**src/design/dflc_pkg.sv**
```systemverilog
// shared widths, status codes and interface structs of the frame length checker
package dflc_pkg;

    localparam int BODY_W = 17;
    localparam int DECL_W = 18;
    localparam int MAG_W  = 17;

    localparam logic [BODY_W-1:0] BODY_MAX = {BODY_W{1'b1}};
    localparam logic [MAG_W-1:0]  MAG_MAX  = {MAG_W{1'b1}};

    typedef logic [1:0] status_t;

    localparam status_t STATUS_OK       = 2'd0;
    localparam status_t STATUS_MISMATCH = 2'd1;
    localparam status_t STATUS_MISSING  = 2'd2;

    typedef struct packed {
        logic              frame_end;
        logic [BODY_W-1:0] body_length;
    } frame_info_t;

    typedef struct packed {
        logic             digits_seen;
        logic             negative;
        logic [MAG_W-1:0] magnitude;
    } field_info_t;

endpackage

```
**src/design/dflc_field_parser.sv**
```systemverilog
// key search and decimal field parse within the body
module dflc_field_parser
    import dflc_pkg::*;
#(
    parameter int FIELD_WINDOW = 5
)
(
    input  logic        clk,
    input  logic        rst_n,
    input  logic        step,
    input  logic [7:0]  data_byte,
    input  logic        frame_end,
    output field_info_t field
);

    localparam int WIN_W = $clog2(FIELD_WINDOW + 1);
    localparam logic [WIN_W-1:0] WIN_LIMIT = WIN_W'(FIELD_WINDOW);

    localparam logic [2:0] PH_SEEK  = 3'd0;
    localparam logic [2:0] PH_SKIP  = 3'd1;
    localparam logic [2:0] PH_COLON = 3'd2;
    localparam logic [2:0] PH_SPACE = 3'd3;
    localparam logic [2:0] PH_DIGIT = 3'd4;
    localparam logic [2:0] PH_DONE  = 3'd5;

    localparam logic [2:0] KEY_LEN = 3'd7;
    localparam logic [7:0] KEY_PAT [7] = '{8'h6D, 8'h73, 8'h67, 8'h5F, 8'h6C, 8'h65, 8'h6E};
    localparam logic [7:0] CH_M     = 8'h6D;
    localparam logic [7:0] CH_COLON = 8'h3A;
    localparam logic [7:0] CH_PLUS  = 8'h2B;
    localparam logic [7:0] CH_MINUS = 8'h2D;
    localparam logic [7:0] CH_SPACE = 8'h20;
    localparam logic [7:0] CH_TAB   = 8'h09;
    localparam logic [7:0] CH_CR    = 8'h0D;
    localparam logic [7:0] CH_ZERO  = 8'h30;
    localparam logic [7:0] CH_NINE  = 8'h39;

    localparam int PROD_W = MAG_W + 4;

    logic [2:0]       phase_reg;
    logic [2:0]       phase_next;
    logic [2:0]       key_reg;
    logic [2:0]       key_next;
    logic [WIN_W-1:0] win_reg;
    logic [WIN_W-1:0] win_next;
    logic             neg_reg;
    logic             neg_next;
    logic [MAG_W-1:0] mag_reg;
    logic [MAG_W-1:0] mag_next;
    logic             dig_reg;
    logic             dig_next;

    logic              is_space;
    logic              is_digit;
    logic              is_sign;
    logic              win_full;
    logic [PROD_W-1:0] prod;
    logic [MAG_W-1:0]  mag_digit;

    assign is_space = (data_byte == CH_SPACE) || ((data_byte >= CH_TAB) && (data_byte <= CH_CR));
    assign is_digit = (data_byte >= CH_ZERO) && (data_byte <= CH_NINE);
    assign is_sign  = (data_byte == CH_PLUS) || (data_byte == CH_MINUS);
    assign win_full = (win_reg >= WIN_LIMIT);

    // times ten plus digit, saturating
    assign prod = PROD_W'({mag_reg, 3'b000}) + PROD_W'({mag_reg, 1'b0})
                + PROD_W'(data_byte[3:0]);
    assign mag_digit = (prod > PROD_W'(MAG_MAX)) ? MAG_MAX : prod[MAG_W-1:0];

    always_comb
    begin
        phase_next = phase_reg;
        key_next   = key_reg;
        win_next   = win_reg;
        neg_next   = neg_reg;
        mag_next   = mag_reg;
        dig_next   = dig_reg;
        if (frame_end)
        begin
            phase_next = PH_SEEK;
            key_next   = 3'd0;
            win_next   = '0;
            neg_next   = 1'b0;
            mag_next   = '0;
            dig_next   = 1'b0;
        end
        else
        begin
            unique case (phase_reg)
                PH_SEEK:
                begin
                    if ((key_reg != KEY_LEN) && (data_byte == KEY_PAT[key_reg]))
                    begin
                        key_next = key_reg + 3'd1;
                    end
                    else
                    begin
                        key_next = (data_byte == CH_M) ? 3'd1 : 3'd0;
                    end
                    if (key_next == KEY_LEN)
                    begin
                        phase_next = PH_SKIP;
                    end
                end
                PH_SKIP:
                begin
                    phase_next = PH_COLON;
                end
                PH_COLON:
                begin
                    if (win_full)
                    begin
                        phase_next = PH_DONE;
                    end
                    else
                    begin
                        win_next = win_reg + WIN_W'(1);
                        if (data_byte == CH_COLON)
                        begin
                            phase_next = PH_COLON;
                        end
                        else if (is_space)
                        begin
                            phase_next = PH_SPACE;
                        end
                        else if (is_sign)
                        begin
                            neg_next   = (data_byte == CH_MINUS);
                            phase_next = PH_DIGIT;
                        end
                        else if (is_digit)
                        begin
                            mag_next   = mag_digit;
                            dig_next   = 1'b1;
                            phase_next = PH_DIGIT;
                        end
                        else
                        begin
                            phase_next = PH_DONE;
                        end
                    end
                end
                PH_SPACE:
                begin
                    if (win_full)
                    begin
                        phase_next = PH_DONE;
                    end
                    else
                    begin
                        win_next = win_reg + WIN_W'(1);
                        if (is_space)
                        begin
                            phase_next = PH_SPACE;
                        end
                        else if (is_sign)
                        begin
                            neg_next   = (data_byte == CH_MINUS);
                            phase_next = PH_DIGIT;
                        end
                        else if (is_digit)
                        begin
                            mag_next   = mag_digit;
                            dig_next   = 1'b1;
                            phase_next = PH_DIGIT;
                        end
                        else
                        begin
                            phase_next = PH_DONE;
                        end
                    end
                end
                PH_DIGIT:
                begin
                    if (win_full)
                    begin
                        phase_next = PH_DONE;
                    end
                    else
                    begin
                        win_next = win_reg + WIN_W'(1);
                        if (is_digit)
                        begin
                            mag_next = mag_digit;
                            dig_next = 1'b1;
                        end
                        else
                        begin
                            phase_next = PH_DONE;
                        end
                    end
                end
                default:
                begin
                    phase_next = phase_reg;
                end
            endcase
        end
    end

    always_ff @(posedge clk or negedge rst_n)
    begin
        if (!rst_n)
        begin
            phase_reg <= PH_SEEK;
            key_reg   <= 3'd0;
            win_reg   <= '0;
            neg_reg   <= 1'b0;
            mag_reg   <= '0;
            dig_reg   <= 1'b0;
        end
        else if (step)
        begin
            phase_reg <= phase_next;
            key_reg   <= key_next;
            win_reg   <= win_next;
            neg_reg   <= neg_next;
            mag_reg   <= mag_next;
            dig_reg   <= dig_next;
        end
    end

    assign field.digits_seen = dig_reg;
    assign field.negative    = neg_reg;
    assign field.magnitude   = mag_reg;

endmodule

```
**config.mk**
```make
export PLATFORM = sky130hd
export DESIGN_NAME = dflc_field_parser
export DESIGN_NICKNAME = d
export VERILOG_FILES = /design/src/design/dflc_pkg.sv /design/src/design/dflc_field_parser.sv
export SDC_FILE = /design/constraint.sdc
export NUM_CORES = 1
export LEC_CHECK = 0
export ABC_CLOCK_PERIOD_IN_PS = 3470
export CAP_MARGIN = 20
export CORE_UTILIZATION = 60
export DETAILED_ROUTE_END_ITERATION = 16
export DONT_BUFFER_PORTS = 1
export PLACE_DENSITY_LB_ADDON = 0.3
export SLEW_MARGIN = 10
export SYNTH_ARGS = -nofsm -noshare
export SYNTH_HDL_FRONTEND = slang
export SYNTH_SLANG_ARGS = --single-unit
```
**constraint.sdc**
```tcl
create_clock -name clk -period 3.47 [get_ports clk]
set_input_delay 0.1735 -clock clk [delete_from_list [all_inputs] [get_ports clk]]
set_output_delay 0.1735 -clock clk [all_outputs]
set_load 0.01 [all_outputs]
```
# --- Yosys cells after proc, flatten, opt, wreduce, memory -nomap -nowiden ---
# Memory sizes are Yosys's and may differ from the RTL's.
# Cells that the tools add are included.
op_classes:
  addsub: 4
  bitwise_logic: 1
  n_reduce_logical: 17
  mux: 48
  order_cmp: 7
  eq_ne: 19
op_table:
  columns: ["cell", "count"]
  rows:
  - ["17-bit two-way mux", 9]
  - ["17-bit one-hot mux with 3 select lines", 1]
  - ["3-bit two-way mux", 16]
  - ["8-bit by 6-bit equality test with 1-bit output, second input constant", 4]
  - ["20-bit by 18-bit adder with 21-bit output", 1]
  - ["21-bit by 4-bit adder with 21-bit output", 1]
  - ["21-bit by 17-bit greater-than comparator with 1-bit output, second input constant", 1]
  - ["3-bit inequality test, second input constant", 6]
  - ["1-bit two-way mux", 17]
  - ["8-bit two-way mux", 2]
  - ["3-bit one-hot mux with 5 select lines", 1]
  - ["8-bit by 7-bit equality test with 1-bit output, second input constant", 1]
  - ["8-bit equality test", 1]
  - ["8-bit by 4-bit >= comparator with 1-bit output, second input constant", 1]
  - ["8-bit by 6-bit >= comparator with 1-bit output, second input constant", 1]
  - ["8-bit by 4-bit <= comparator with 1-bit output, second input constant", 1]
  - ["8-bit by 6-bit <= comparator with 1-bit output, second input constant", 1]
  - ["3-bit by 1-bit adder with 3-bit output, second input constant", 2]
  - ["3-bit by 2-bit equality test with 1-bit output, second input constant", 2]
  - ["3-bit equality test, second input constant", 2]
  - ["6-bit AND reduction", 1]
  - ["6-bit nonzero test", 1]
  - ["5-bit AND reduction", 1]
  - ["4-bit >= comparator, second input constant", 1]
  - ["other kinds (17)", 21]
totals:
  mem_count: 1
  output_inout_bits: 19
  mem_bits_ro: 64
  inputBits: 12
  word_cells: 103
  reg_bits: 28
memory_table:
  columns: ["name", "words", "word_bits", "read_ports", "rd_clocked_by_memory_dff", "wr", "line", "text"]
  rows:
  - ["(name not given)", 8, 8, 1, 0, 0, "dflc_field_parser.sv:92", "if ((key_reg != KEY_LEN) && (data_byte == KEY_PAT[key_reg]))"]

# --- Depth between registers and ports, before layout ---
# Gate-level depths: netlist of run 1.
depth:
  word_depth: 13
  depth_mapped: 12
  mapped_depth_nobuf: 11

# --- Least setup slack after synthesis of run 1 ---
# OpenSTA, ideal clock, no wires.
synth_timing:
  kind: "reg-to-reg"
  start: "register mag_reg[0]"
  end: "register mag_reg[12]"
  t_arrival_ns: 2.926
  path_stages_with_launch: 13
  slack_ns: 0.416
  period_less_slack_ns: 3.054
  setup_ns: 0.128
  n_path_buf: 1
  cell_sequence: "dfrtp_1 inv_1 fa_1 inv_1 fa_1 a211oi_2 o211ai_2 a211oi_2 o211ai_2 xnor2_1 o2111a_2 buf_4 a31oi_1"
synth_via:
  elab_chain_cells: 11
  word_cells_on_any_way: 13
  cone_classes: "add/sub: 2; order compare: 1; mux: 10"
synth_rtl:
  columns: ["item", "line", "text"]
  rows:
  - ["from (decl)", "dflc_field_parser.sv:48", "logic [MAG_W-1:0] mag_reg;"]
  - ["from (signal assigned)", "dflc_field_parser.sv:218", "mag_reg <= mag_next;"]
  - ["20-bit by 18-bit adder with 21-bit output (*)", "dflc_field_parser.sv:66", "assign prod = PROD_W'({mag_reg, 3'b000}) + PROD_W'({mag_reg, 1'b0})"]
  - ["21-bit by 4-bit adder with 21-bit output (*)", "dflc_field_parser.sv:67", "+ PROD_W'(data_byte[3:0]);"]
  - ["21-bit by 17-bit greater-than comparator with 1-bit output", "dflc_field_parser.sv:68", "assign mag_digit = (prod > PROD_W'(MAG_MAX)) ? MAG_MAX : prod[MAG_W-1:0];"]
  - ["17-bit two-way mux (*)", "dflc_field_parser.sv:68", null]
  - ["17-bit two-way mux (*)", "dflc_field_parser.sv:131, dflc_field_parser.sv:161, dflc_field_parser.sv:182", null]
  - ["17-bit two-way mux", "dflc_field_parser.sv:156", "else if (is_sign)"]
  - ["17-bit two-way mux", "dflc_field_parser.sv:152", "if (is_space)"]
  - ["17-bit two-way mux", "dflc_field_parser.sv:118", "if (data_byte == CH_COLON)"]
  - ["17-bit two-way mux", "dflc_field_parser.sv:111", "if (win_full)"]
  - ["17-bit one-hot mux with 3 select lines (*)", "dflc_field_parser.sv:89", "unique case (phase_reg)"]
  - ["17-bit two-way mux (*)", "dflc_field_parser.sv:78", "if (frame_end)"]
# Mark *: on every way between the ends. The rest lies on a longest branch, timed or not. The select of a mux whose other input is x is not followed.
# A chain may end at the register's enable or synchronous reset.

# --- Final worst setup path of run 1 ---
layout_timing:
  start: "register mag_reg[1]"
  end: "register mag_reg[13]"
# The elaborated chain is that of the path after synthesis.

==> metrics.csv, run 1 <==
stage,metric,value,unit
outcome,status,"finished, final reports clean",
placement,placedCellCount,386,
timing,slew_headroom,64.9,%
grt,grt_max_degree,35,
critical_path,start_kind,flop,
clock_tree,clock_sinks,28,
critical_path,critPathMaxFanout,17,
yosys,yosysWarnings,0,
yosys,syn_area_per_cell,8.99,µm²
routing,ant_nets,0,
timing,tns,0,ns
yosys,yosys.area.top_type_share,23.6,%
clock_tree,ctsResizeCount,0,
min_path,min_from,step,
grt,antenna_found_initial,0,
timing,setup_viol,0,
floorplanning,fp.dieH,72.3,µm
min_path,min_path_cells,1,
critical_path,reg2regPathDepth,10,
final_layout,area_growth,4.13,%
routing,wirelength,6.50,mm
yosys,synth.largest_area_cell,dfrtp_1,
yosys,synth_seq_area_share,23.6,%
routing,drt_first_pass_iters,4,
clock_tree,cts.clk_slew.worst_paths,0.10,ns
routing,vias,2510,
min_path,holdPathEnd,phase_reg[0],
yosys,netlist_top_cells_count,"52 x a21oi_1, 40 x ha_1, 28 x dfrtp_1, 22 x nand2_1, 14 x nor2_1",
pwr,leakagePower,0.00140,µW
pwr,power,740,µW
yosys,ys.flop_type,dfrtp_1,
placement,place.gp.congestion,0.887,
final_layout,stdcell_count,396,
yosys,async_reset_ff_share,100,%
clock_tree,h-tree-depth,1,
clock_tree,cts_max_path_buffers,2,
yosys,syn_inst,330,
floorplanning,die_w,72.3,µm
grt,grt_pass1_vias,2323,
grt,grtUsageTotal,25.4,%
timing,final_max_slew_viol_count,0,
critical_path,cp-end-kind,flop,
clock_tree,postCtsSetupBuffers,0,
clock_tree,cts_tree,done,
clock_tree,numCtsBuffers,3,
final_layout,nNetsFinal,384,
timing,fmax,314,MHz
pwr,vdd_drop_max,0.166,mV
clock_tree,insertion_delay,0.28,ns
critical_path,worstReg2RegStart,mag_reg[1],
yosys,synth_area_leaders,"dfrtp_1 24%, ha_1 17%, a21oi_1 8.8%, xnor2_1 3.5%, nand2_1 2.8%",
grt,overflow,0,
yosys,syn-cell-area,2970,µm²
yosys,synth_edf_count,0,
timing,fin_crit,3.19,ns
clock_tree,clockRootBuffer,clkbuf_8,
critical_path,startpoint,mag_reg[1],
final_layout,fin_util,64.9,%
yosys,synth_cell_type_count,65,
yosys,ys_ff_latch,28,
timing,rsz0062_at_grt,no,
routing,post_drt_via_cell_ratio,6.34,
min_path,hold_path.class,input pin to flop,
floorplanning,core_area,4750,µm²
timing,hold_violations,0,
pwr,p_per_area,240,nW/µm²
final_layout,largest_reg_flops,17,
floorplanning,rows,25,
grt,grt_pass1_wl,10.6,mm
placement,io_buffers,0,
yosys,synth_most_common_cell,a21oi_1,
critical_path,worst-r2r-setup-slack,0.28,ns
critical_path,worstSetupPathType,flop to flop,
final_layout,final.fill_count,397,
timing,hold_slack,0.0633,ns
timing,min_period_over_period,91.8,%
routing,drc,0,
yosys,syn_nets,384,
placement,dp_hpwl,4.78,mm
routing,drtIter0Drc,212,
floorplanning,ios,31,
final_layout,drive_gt1_share,8.81,%
final_layout,diodes,0,
job,cap_violations,0,
timing,worstMarginPinSlew,0.521,ns
floorplanning,start_util,62.4,%
critical_path,cp_data_arrival_time,3.33,ns
critical_path,required,3.62,ns
routing,wl_per_cell,16.4,µm
floorplanning,die-area,5230,µm²
timing,skew,0.00976,ns
critical_path,crit-reg2reg-capture,mag_reg[13],
-- through the flow --
step / instance area [µm²] / setup slack, ns
5_1_grt: 3090 / 0.00280
6_report: 3090 / 0.283
3_3_place_gp: 2950 / 0.310
2_1_floorplan: 2970 / 0.416
3_5_place_dp: 2950 / 0.251
4_1_cts: 3080 / 0.232
-- repair_timing --
action | CTS | global route
endpoints found under the hold margin | 32 | 1
hold buffers | 5 | 1
endpoints found under the setup margin | 0 | 1
-- power by group --
group	internal, µW	switching [µW]	total [µW]
logic	53.6	66.3	120
clock network	154	104	258
registers	341	20.8	362
total	549	191	740
-- placed cells by master (no fill, tap or decap), drive strengths merged, types with 2 or more instances in the layout --
cell type and n:
a21oi 53, ha 40, dfrtp 28, nand2 22
nor2 16, inv 14, a31oi 13, xnor2 12
o21ai 12, nor3 10, a211oi 9, a21o 8
nor2b 6, o211ai 6, dlygate4sd3 5, buf 5
xor2 4, a41oi 4, o31ai 4, nor3b 3
nand3b 3, and3 3, nand3 3, a211o 3
mux2i 3, a22o 3, clkbuf 3, o2111a 3
nand4 2, a221o 2, nor4 2, a22oi 2
a21boi 2, o22ai 2, fa 2, or3 2
o31a 2, nor4b 2
-- layout make-up --
cell class	count	area [µm²]	area share (%)
repair buffers	10	100	3.24
clock inverters	1	30.0	0.972
multi-input cells	273	2080	67.3
clock buffers	3	41.3	1.34
inverters	14	52.6	1.70
flip-flops and latches	28	701	22.7
well taps	67	83.8	2.71
-- critical path, cell delays in order (launching register included) --
cell	delay, ns
dfrtp_1	0.47
ha_1	0.30
ha_1	0.24
fa_1	0.44
a211oi_2	0.29
o211ai_2	0.14
a211oi_2	0.30
o211ai_2	0.13
xnor2_1	0.15
o2111a_2	0.43
a41oi_1	0.16
-- logic make-up after synthesis --
family                     after synthesis  synth area share, %
AOI/OAI and AO/OA                      132                 30.6
xor gates and xnor gates                16                 4.73
adders and majority gates               42                 18.2
buffers and inverters                   29                 6.24
DFF                                     28                 23.6
muxes                                    3                 1.01
and+or+nand+nor                         80                 15.5
-- routing by layer --
layer	track usage, %	part of all wire, %
met1	36.0	48
met4	5.88	0.55
met2	42.1	47
met5	0	0
met3	2.36	4.0
-- worst max path at each step --
stage	end	slack, ns	cells after the start
after floorplan	mag_reg[12]	0.42	12
after global placement	mag_reg[15]	0.31	11
after detailed placement	mag_reg[13]	0.25	10
after CTS	mag_reg[15]	0.23	10
after global routing	mag_reg[13]	0.003	11
final	mag_reg[13]	0.28	10
Power figures use the tool's default switching activity.
==> run 2: changes to the inputs <==
--- a/config.mk
+++ b/config.mk
@@ -6,8 +6,9 @@
 export NUM_CORES = 1
 export LEC_CHECK = 0
 export ABC_CLOCK_PERIOD_IN_PS = 3470
-export CAP_MARGIN = 20
-export CORE_UTILIZATION = 60
+export CAP_MARGIN = 15
+export CORE_MARGIN = 2
+export CORE_UTILIZATION = 45
 export DETAILED_ROUTE_END_ITERATION = 16
 export DONT_BUFFER_PORTS = 1
 export PLACE_DENSITY_LB_ADDON = 0.3
==> metrics.csv, run 2 (same netlist as run 1, synthesis figures left out) <==
stage,metric,value,unit
outcome,status,"finished, final reports clean",
final_layout,area_growth,4.22,%
routing,ant_nets,0,
routing,wirelength,6.70,mm
grt,overflow,0,
floorplanning,die-area,7250,µm²
timing,skew,0.0151,ns
clock_tree,numCtsBuffers,3,
routing,post_drt_via_cell_ratio,6.22,
final_layout,final_cell_mix,"52 x a21oi_1, 40 x ha_1, 28 x dfrtp_1",
final_layout,multi_input_area,2080,µm²
timing,fin_crit,3.23,ns
timing,hold_slack,0.0591,ns
critical_path,worst_path_max_delay_cell,fa_1,
floorplanning,core_area,6350,µm²
clock_tree,h-tree-depth,1,
placement,dp_hpwl,4.95,mm
grt,antenna_found_initial,0,
timing,rsz0062_at_grt,no,
timing,slew_headroom,64.5,%
critical_path,crit-reg2reg-capture,mag_reg[15],
timing,hold_violations,0,
pwr,p_per_area,240,nW/µm²
grt,grt_pass1_vias,2449,
grt,grt_max_degree,35,
job,cap_violations,0,
final_layout,nNetsFinal,383,
final_layout,seqCellArea,701,µm²
floorplanning,rows,29,
final_layout,diodes,0,
pwr,leakagePower,0.00140,µW
final_layout,largest_reg_flops,17,
timing,final_max_slew_viol_count,0,
clock_tree,clock_sinks,28,
timing,min_period_over_period,93.0,%
final_layout,fin_util,48.7,%
clock_tree,clockRootBuffer,clkbuf_8,
critical_path,cp_data_arrival_time,3.38,ns
critical_path,cp.buffers_inverters,2,
grt,grtUsageTotal,19.0,%
critical_path,worst-r2r-setup-slack,0.24,ns
timing,worstMarginPinSlew,0.526,ns
pwr,power,741,µW
clock_tree,insertion_delay,0.28,ns
critical_path,startpoint,mag_reg[0],
timing,fmax,310,MHz
critical_path,worstSetupPathType,flop to flop,
critical_path,critPathMaxFanout,17,
final_layout,drive_gt1_share,8.84,%
grt,grt_pass1_wl,11.5,mm
routing,drtIter0Drc,137,
critical_path,path_delay_family,compound AO/OA/AOI/OAI gates,
min_path,hold_path.class,input pin to flop,
clock_tree,cts_tree,done,
clock_tree,cts_max_path_buffers,2,
critical_path,reg2regPathDepth,11,
placement,place_ws,0.237,ns
clock_tree,ctsResizeCount,0,
routing,drc,0,
routing,wl_per_cell,16.5,µm
final_layout,layout_commonest_cell,a21oi_1,
clock_tree,cts.clk_slew.worst_paths,0.11,ns
timing,tns,0,ns
critical_path,start_kind,flop,
placement,io_buffers,0,
critical_path,required,3.62,ns
pwr,vdd_drop_max,0.173,mV
critical_path,cp-end-kind,flop,
critical_path,crit_chain,inv_1 -> fa_1 -> inv_1 -> fa_1 -> a211oi_2 -> o211ai_2 -> a211oi_2 -> o211ai_2 -> xnor2_1 -> o2111a_2 -> a41oi_1,
timing,setup_viol,0,
floorplanning,die_w,85.2,µm
floorplanning,fp.dieH,85.2,µm
final_layout,final.fill_count,633,
critical_path,worst-path-stages,11,
critical_path,cp-endpoint,mag_reg[15],
placement,place.gp.congestion,0.869,
floorplanning,ios,31,
floorplanning,start_util,46.7,%
critical_path,cpPeakStageDelay,0.50,ns
timing,finalWorstSetupSlack,0.242,ns
routing,drt_first_pass_iters,4,
routing,vias,2521,
critical_path,worstReg2RegStart,mag_reg[0],
run 2: worst min-delay path by stage:
stage          startpoint            to  cells past startpoint
2_1_floorplan       rst_n       dig_reg                      0
3_3_place_gp        rst_n       neg_reg                      0
3_5_place_dp        rst_n       neg_reg                      0
4_1_cts         frame_end       dig_reg                      2
5_1_grt              step  phase_reg[0]                      1
6_report        frame_end       dig_reg                      2
run 2: routing by layer:
| metal | wire length, µm | track usage, % | vias to the layer above |
|---|---|---|---|
| li1 | - | - | 1255 |
| met1 | 3330 | 27.7 | 1220 |
| met2 | 3090 | 30.0 | 42 |
| met3 | 227 | 2.33 | 4 |
| met4 | 50 | 4.76 | 0 |
| met5 | 0 | 0 | - |
run 2: cell type report:
type	instances	area share (%)
multi-input combinational	273	67.3
sequential	28	22.7
tap	77	3.12
timing repair buffer	9	2.91
inverter	14	1.70
clock buffer	3	1.34
clock inverter	1	0.972
run 2: metrics by stage:
step,area [µm²],cells
global placement,2960,396
detailed placement,2960,396
finish,3090,405
global route,3090,405
floorplan,2970,330
CTS,3090,405
run 2: worst register-to-register path, cell delays in order (launching register included):
cell and delay, ns:
dfrtp_1 0.36, inv_1 0.06, fa_1 0.50, inv_1 0.07, fa_1 0.49, a211oi_2 0.29
o211ai_2 0.14, a211oi_2 0.30, o211ai_2 0.14, xnor2_1 0.16, o2111a_2 0.45, a41oi_1 0.17
run 2: power by group:
part | switching, µW | internal (µW) | leakage [µW] | total (µW)
clock | 107 | 155 | 0.0000357 | 262
combinational | 64.4 | 52.5 | 0.000976 | 117
sequential | 21.5 | 341 | 0.000388 | 363
run 2: repair_timing:
action	in CTS	in global routing
buffers inserted	0	0
hold buffers	5	0
endpoints found under the hold margin	33	0
setup endpoints to repair	0	0
==> run 3: changes to the inputs <==
--- a/config.mk
+++ b/config.mk
@@ -6,11 +6,11 @@
 export NUM_CORES = 1
 export LEC_CHECK = 0
 export ABC_CLOCK_PERIOD_IN_PS = 3470
+export BUFFER_PORTS_ARGS = -buffer_cell sky130_fd_sc_hd__buf_2
 export CAP_MARGIN = 15
 export CORE_MARGIN = 2
 export CORE_UTILIZATION = 45
 export DETAILED_ROUTE_END_ITERATION = 16
-export DONT_BUFFER_PORTS = 1
 export PLACE_DENSITY_LB_ADDON = 0.3
 export SLEW_MARGIN = 10
 export SYNTH_ARGS = -nofsm -noshare
==> metrics.csv, run 3 (same netlist as run 1, synthesis figures left out) <==
stage,metric,value,unit
grt,grtUsageTotal,18.9,%
final_layout,layout_commonest_cell,a21oi_1,
pwr,p_sw_share,27.2,%
final_layout,fin_util,50.3,%
floorplanning,fp.dieH,85.2,µm
final_layout,final_cell_mix,"52 x a21oi_1, 40 x ha_1, 30 x buf_2",
floorplanning,die_w,85.2,µm
grt,use_met1,27.9,%
clock_tree,numCtsBuffers,3,
final_layout,final.fill_count,612,
pwr,p_per_area,235,nW/µm²
final_layout,drive_gt1_share,16.1,%
pwr,vdd_drop_max,0.162,mV
floorplanning,die-area,7250,µm²
final_layout,area_growth,7.76,%
timing,min_period_over_period,92.4,%
grt,grt_util_met3,1.65,%
critical_path,start_kind,flop,
grt,grt_pass1_wl,11.4,mm
placement,place.gp.congestion,0.876,
job,cap_violations,0,
floorplanning,rows,29,
placement,io_buffers,30,
routing,ant_nets,0,
critical_path,path_delay_family,compound AO/OA/AOI/OAI gates,
routing,vias,2532,
clock_tree,clockRootBuffer,clkbuf_8,
timing,rsz0062_at_grt,no,
clock_tree,cts_tree,done,
clock_tree,cts.clk_slew.worst_paths,0.10,ns
routing,drt_first_pass_iters,4,
timing,worstMarginPinSlew,0.629,ns
pwr,leakagePower,0.00152,µW
critical_path,required,3.63,ns
clock_tree,h-tree-depth,1,
clock_tree,insertion_delay,0.28,ns
critical_path,cpPeakStageDelay,0.50,ns
critical_path,cp-end-kind,flop,
pwr,p_int,546,µW
pwr,comb_power_share,16.7,%
routing,drc,0,
timing,final_max_slew_viol_count,0,
final_layout,diodes,0,
timing,fin_crit,3.21,ns
final_layout,largest_reg_flops,17,
routing,drtIter0Drc,94,
timing,skew,0.00498,ns
floorplanning,core_area,6350,µm²
floorplanning,start_util,46.7,%
placement,dp_hpwl,4.85,mm
critical_path,worstSetupPathType,flop to flop,
grt,grt_pass1_vias,2331,
critical_path,cp_data_arrival_time,3.36,ns
routing,wirelength,6.60,mm
clock_tree,ctsResizeCount,0,
pwr,p_sw,204,µW
critical_path,worst-r2r-setup-slack,0.26,ns
grt,globalRoute.busiestLayer,met2,
clock_tree,cts_max_path_buffers,2,
floorplanning,ios,31,
grt,grt_max_degree,35,
critical_path,crit_chain,inv_1 -> fa_1 -> inv_1 -> fa_1 -> a211oi_2 -> o211ai_2 -> a211oi_2 -> o211ai_2 -> xnor2_1 -> o2111a_2 -> buf_12 -> a41oi_1,
critical_path,critPathMaxFanout,17,
timing,setup_viol,0,
critical_path,cp.buffers_inverters,3,
timing,slew_headroom,58.1,%
pwr,p_seq_share,48.4,%
routing,post_drt_via_cell_ratio,5.89,
timing,hold_violations,0,
pwr,power,750,µW
clock_tree,clock_sinks,28,
grt,grtUsageMet2,29.8,%
pwr,pwr-share-clk,34.9,%
routing,wl_per_cell,15.3,µm
timing,fmax,312,MHz
outcome,status,"finished, final reports clean",
final_layout,nNetsFinal,408,
grt,antenna_found_initial,0,
timing,tns,0,ns
grt,overflow,0,
critical_path,worst_path_max_delay_cell,fa_1,
min_path,hold_path.class,input pin to flop,
run 3: changes by cell type in the layout (fill, tap and decap cells not counted):
cell,change
buf_2,+30
dlygate4sd3_1,-3
buf_4,-2
run 3: final cells by class:
cell class,count,area [µm²],share of cell area (%)
clock inverter,1,30.0,0.940
sequential,28,701,21.9
inverter,14,52.6,1.64
tap,77,96.3,3.01
timing repair buffer,34,195,6.11
multi-input combinational,273,2080,65.1
clock buffer,3,41.3,1.29
run 3: worst paths after layout:
check,from,endpoint,cells past startpoint
setup / recovery,mag_reg[0],mag_reg[15],12
hold / removal,step,win_reg[2],2
setup reg to reg,mag_reg[0],mag_reg[15],12
hold reg to reg,dig_reg,dig_reg,1
max in group asynchronous,rst_n,neg_reg,2
min in group asynchronous,rst_n,key_reg[2],2
run 3: power by group through the flow:
stage	clock, µW	combinational, µW	sequential (µW)
2_1_floorplan	0	101	364
3_3_place_gp	0	124	368
3_5_place_dp	0	126	369
4_1_cts	267	127	363
5_1_grt	277	144	366
6_report	262	125	363
run 3: repair_timing:
item	CTS	global route
setup endpoints to repair	0	17
setup buffers	0	1
hold endpoints to repair	28	0
hold buffers	1	0
run 3: worst register-to-register path: stages (launching register included):
cell and delay, ns:
dfrtp_1 0.41, inv_1 0.07, fa_1 0.50, inv_1 0.06, fa_1 0.48, a211oi_2 0.29, o211ai_2 0.15, a211oi_2 0.31
o211ai_2 0.13, xnor2_1 0.16, o2111a_2 0.25, buf_12 0.15, a41oi_1 0.12
run 3: routing by layer:
| metal | wire length, µm | share of wire [%] |
|---|---|---|
| met2 | 2970 | 45 |
| met5 | 0 | 0 |
| met4 | 66 | 1.0 |
| met3 | 257 | 3.9 |
| met1 | 3300 | 50 |
run 3: per-stage QoR:
step	setup WS, ns	instances	hold WS (ns)	instance area [µm²]
after detailed placement	0.136	424	0.244	3090
after CTS	0.113	429	0.237	3180
after floorplan	0.416	330	-0.122	2970
after global placement	0.230	424	0.242	3090
final	0.264	430	0.250	3200
after global routing	0.0292	430	0.261	3200
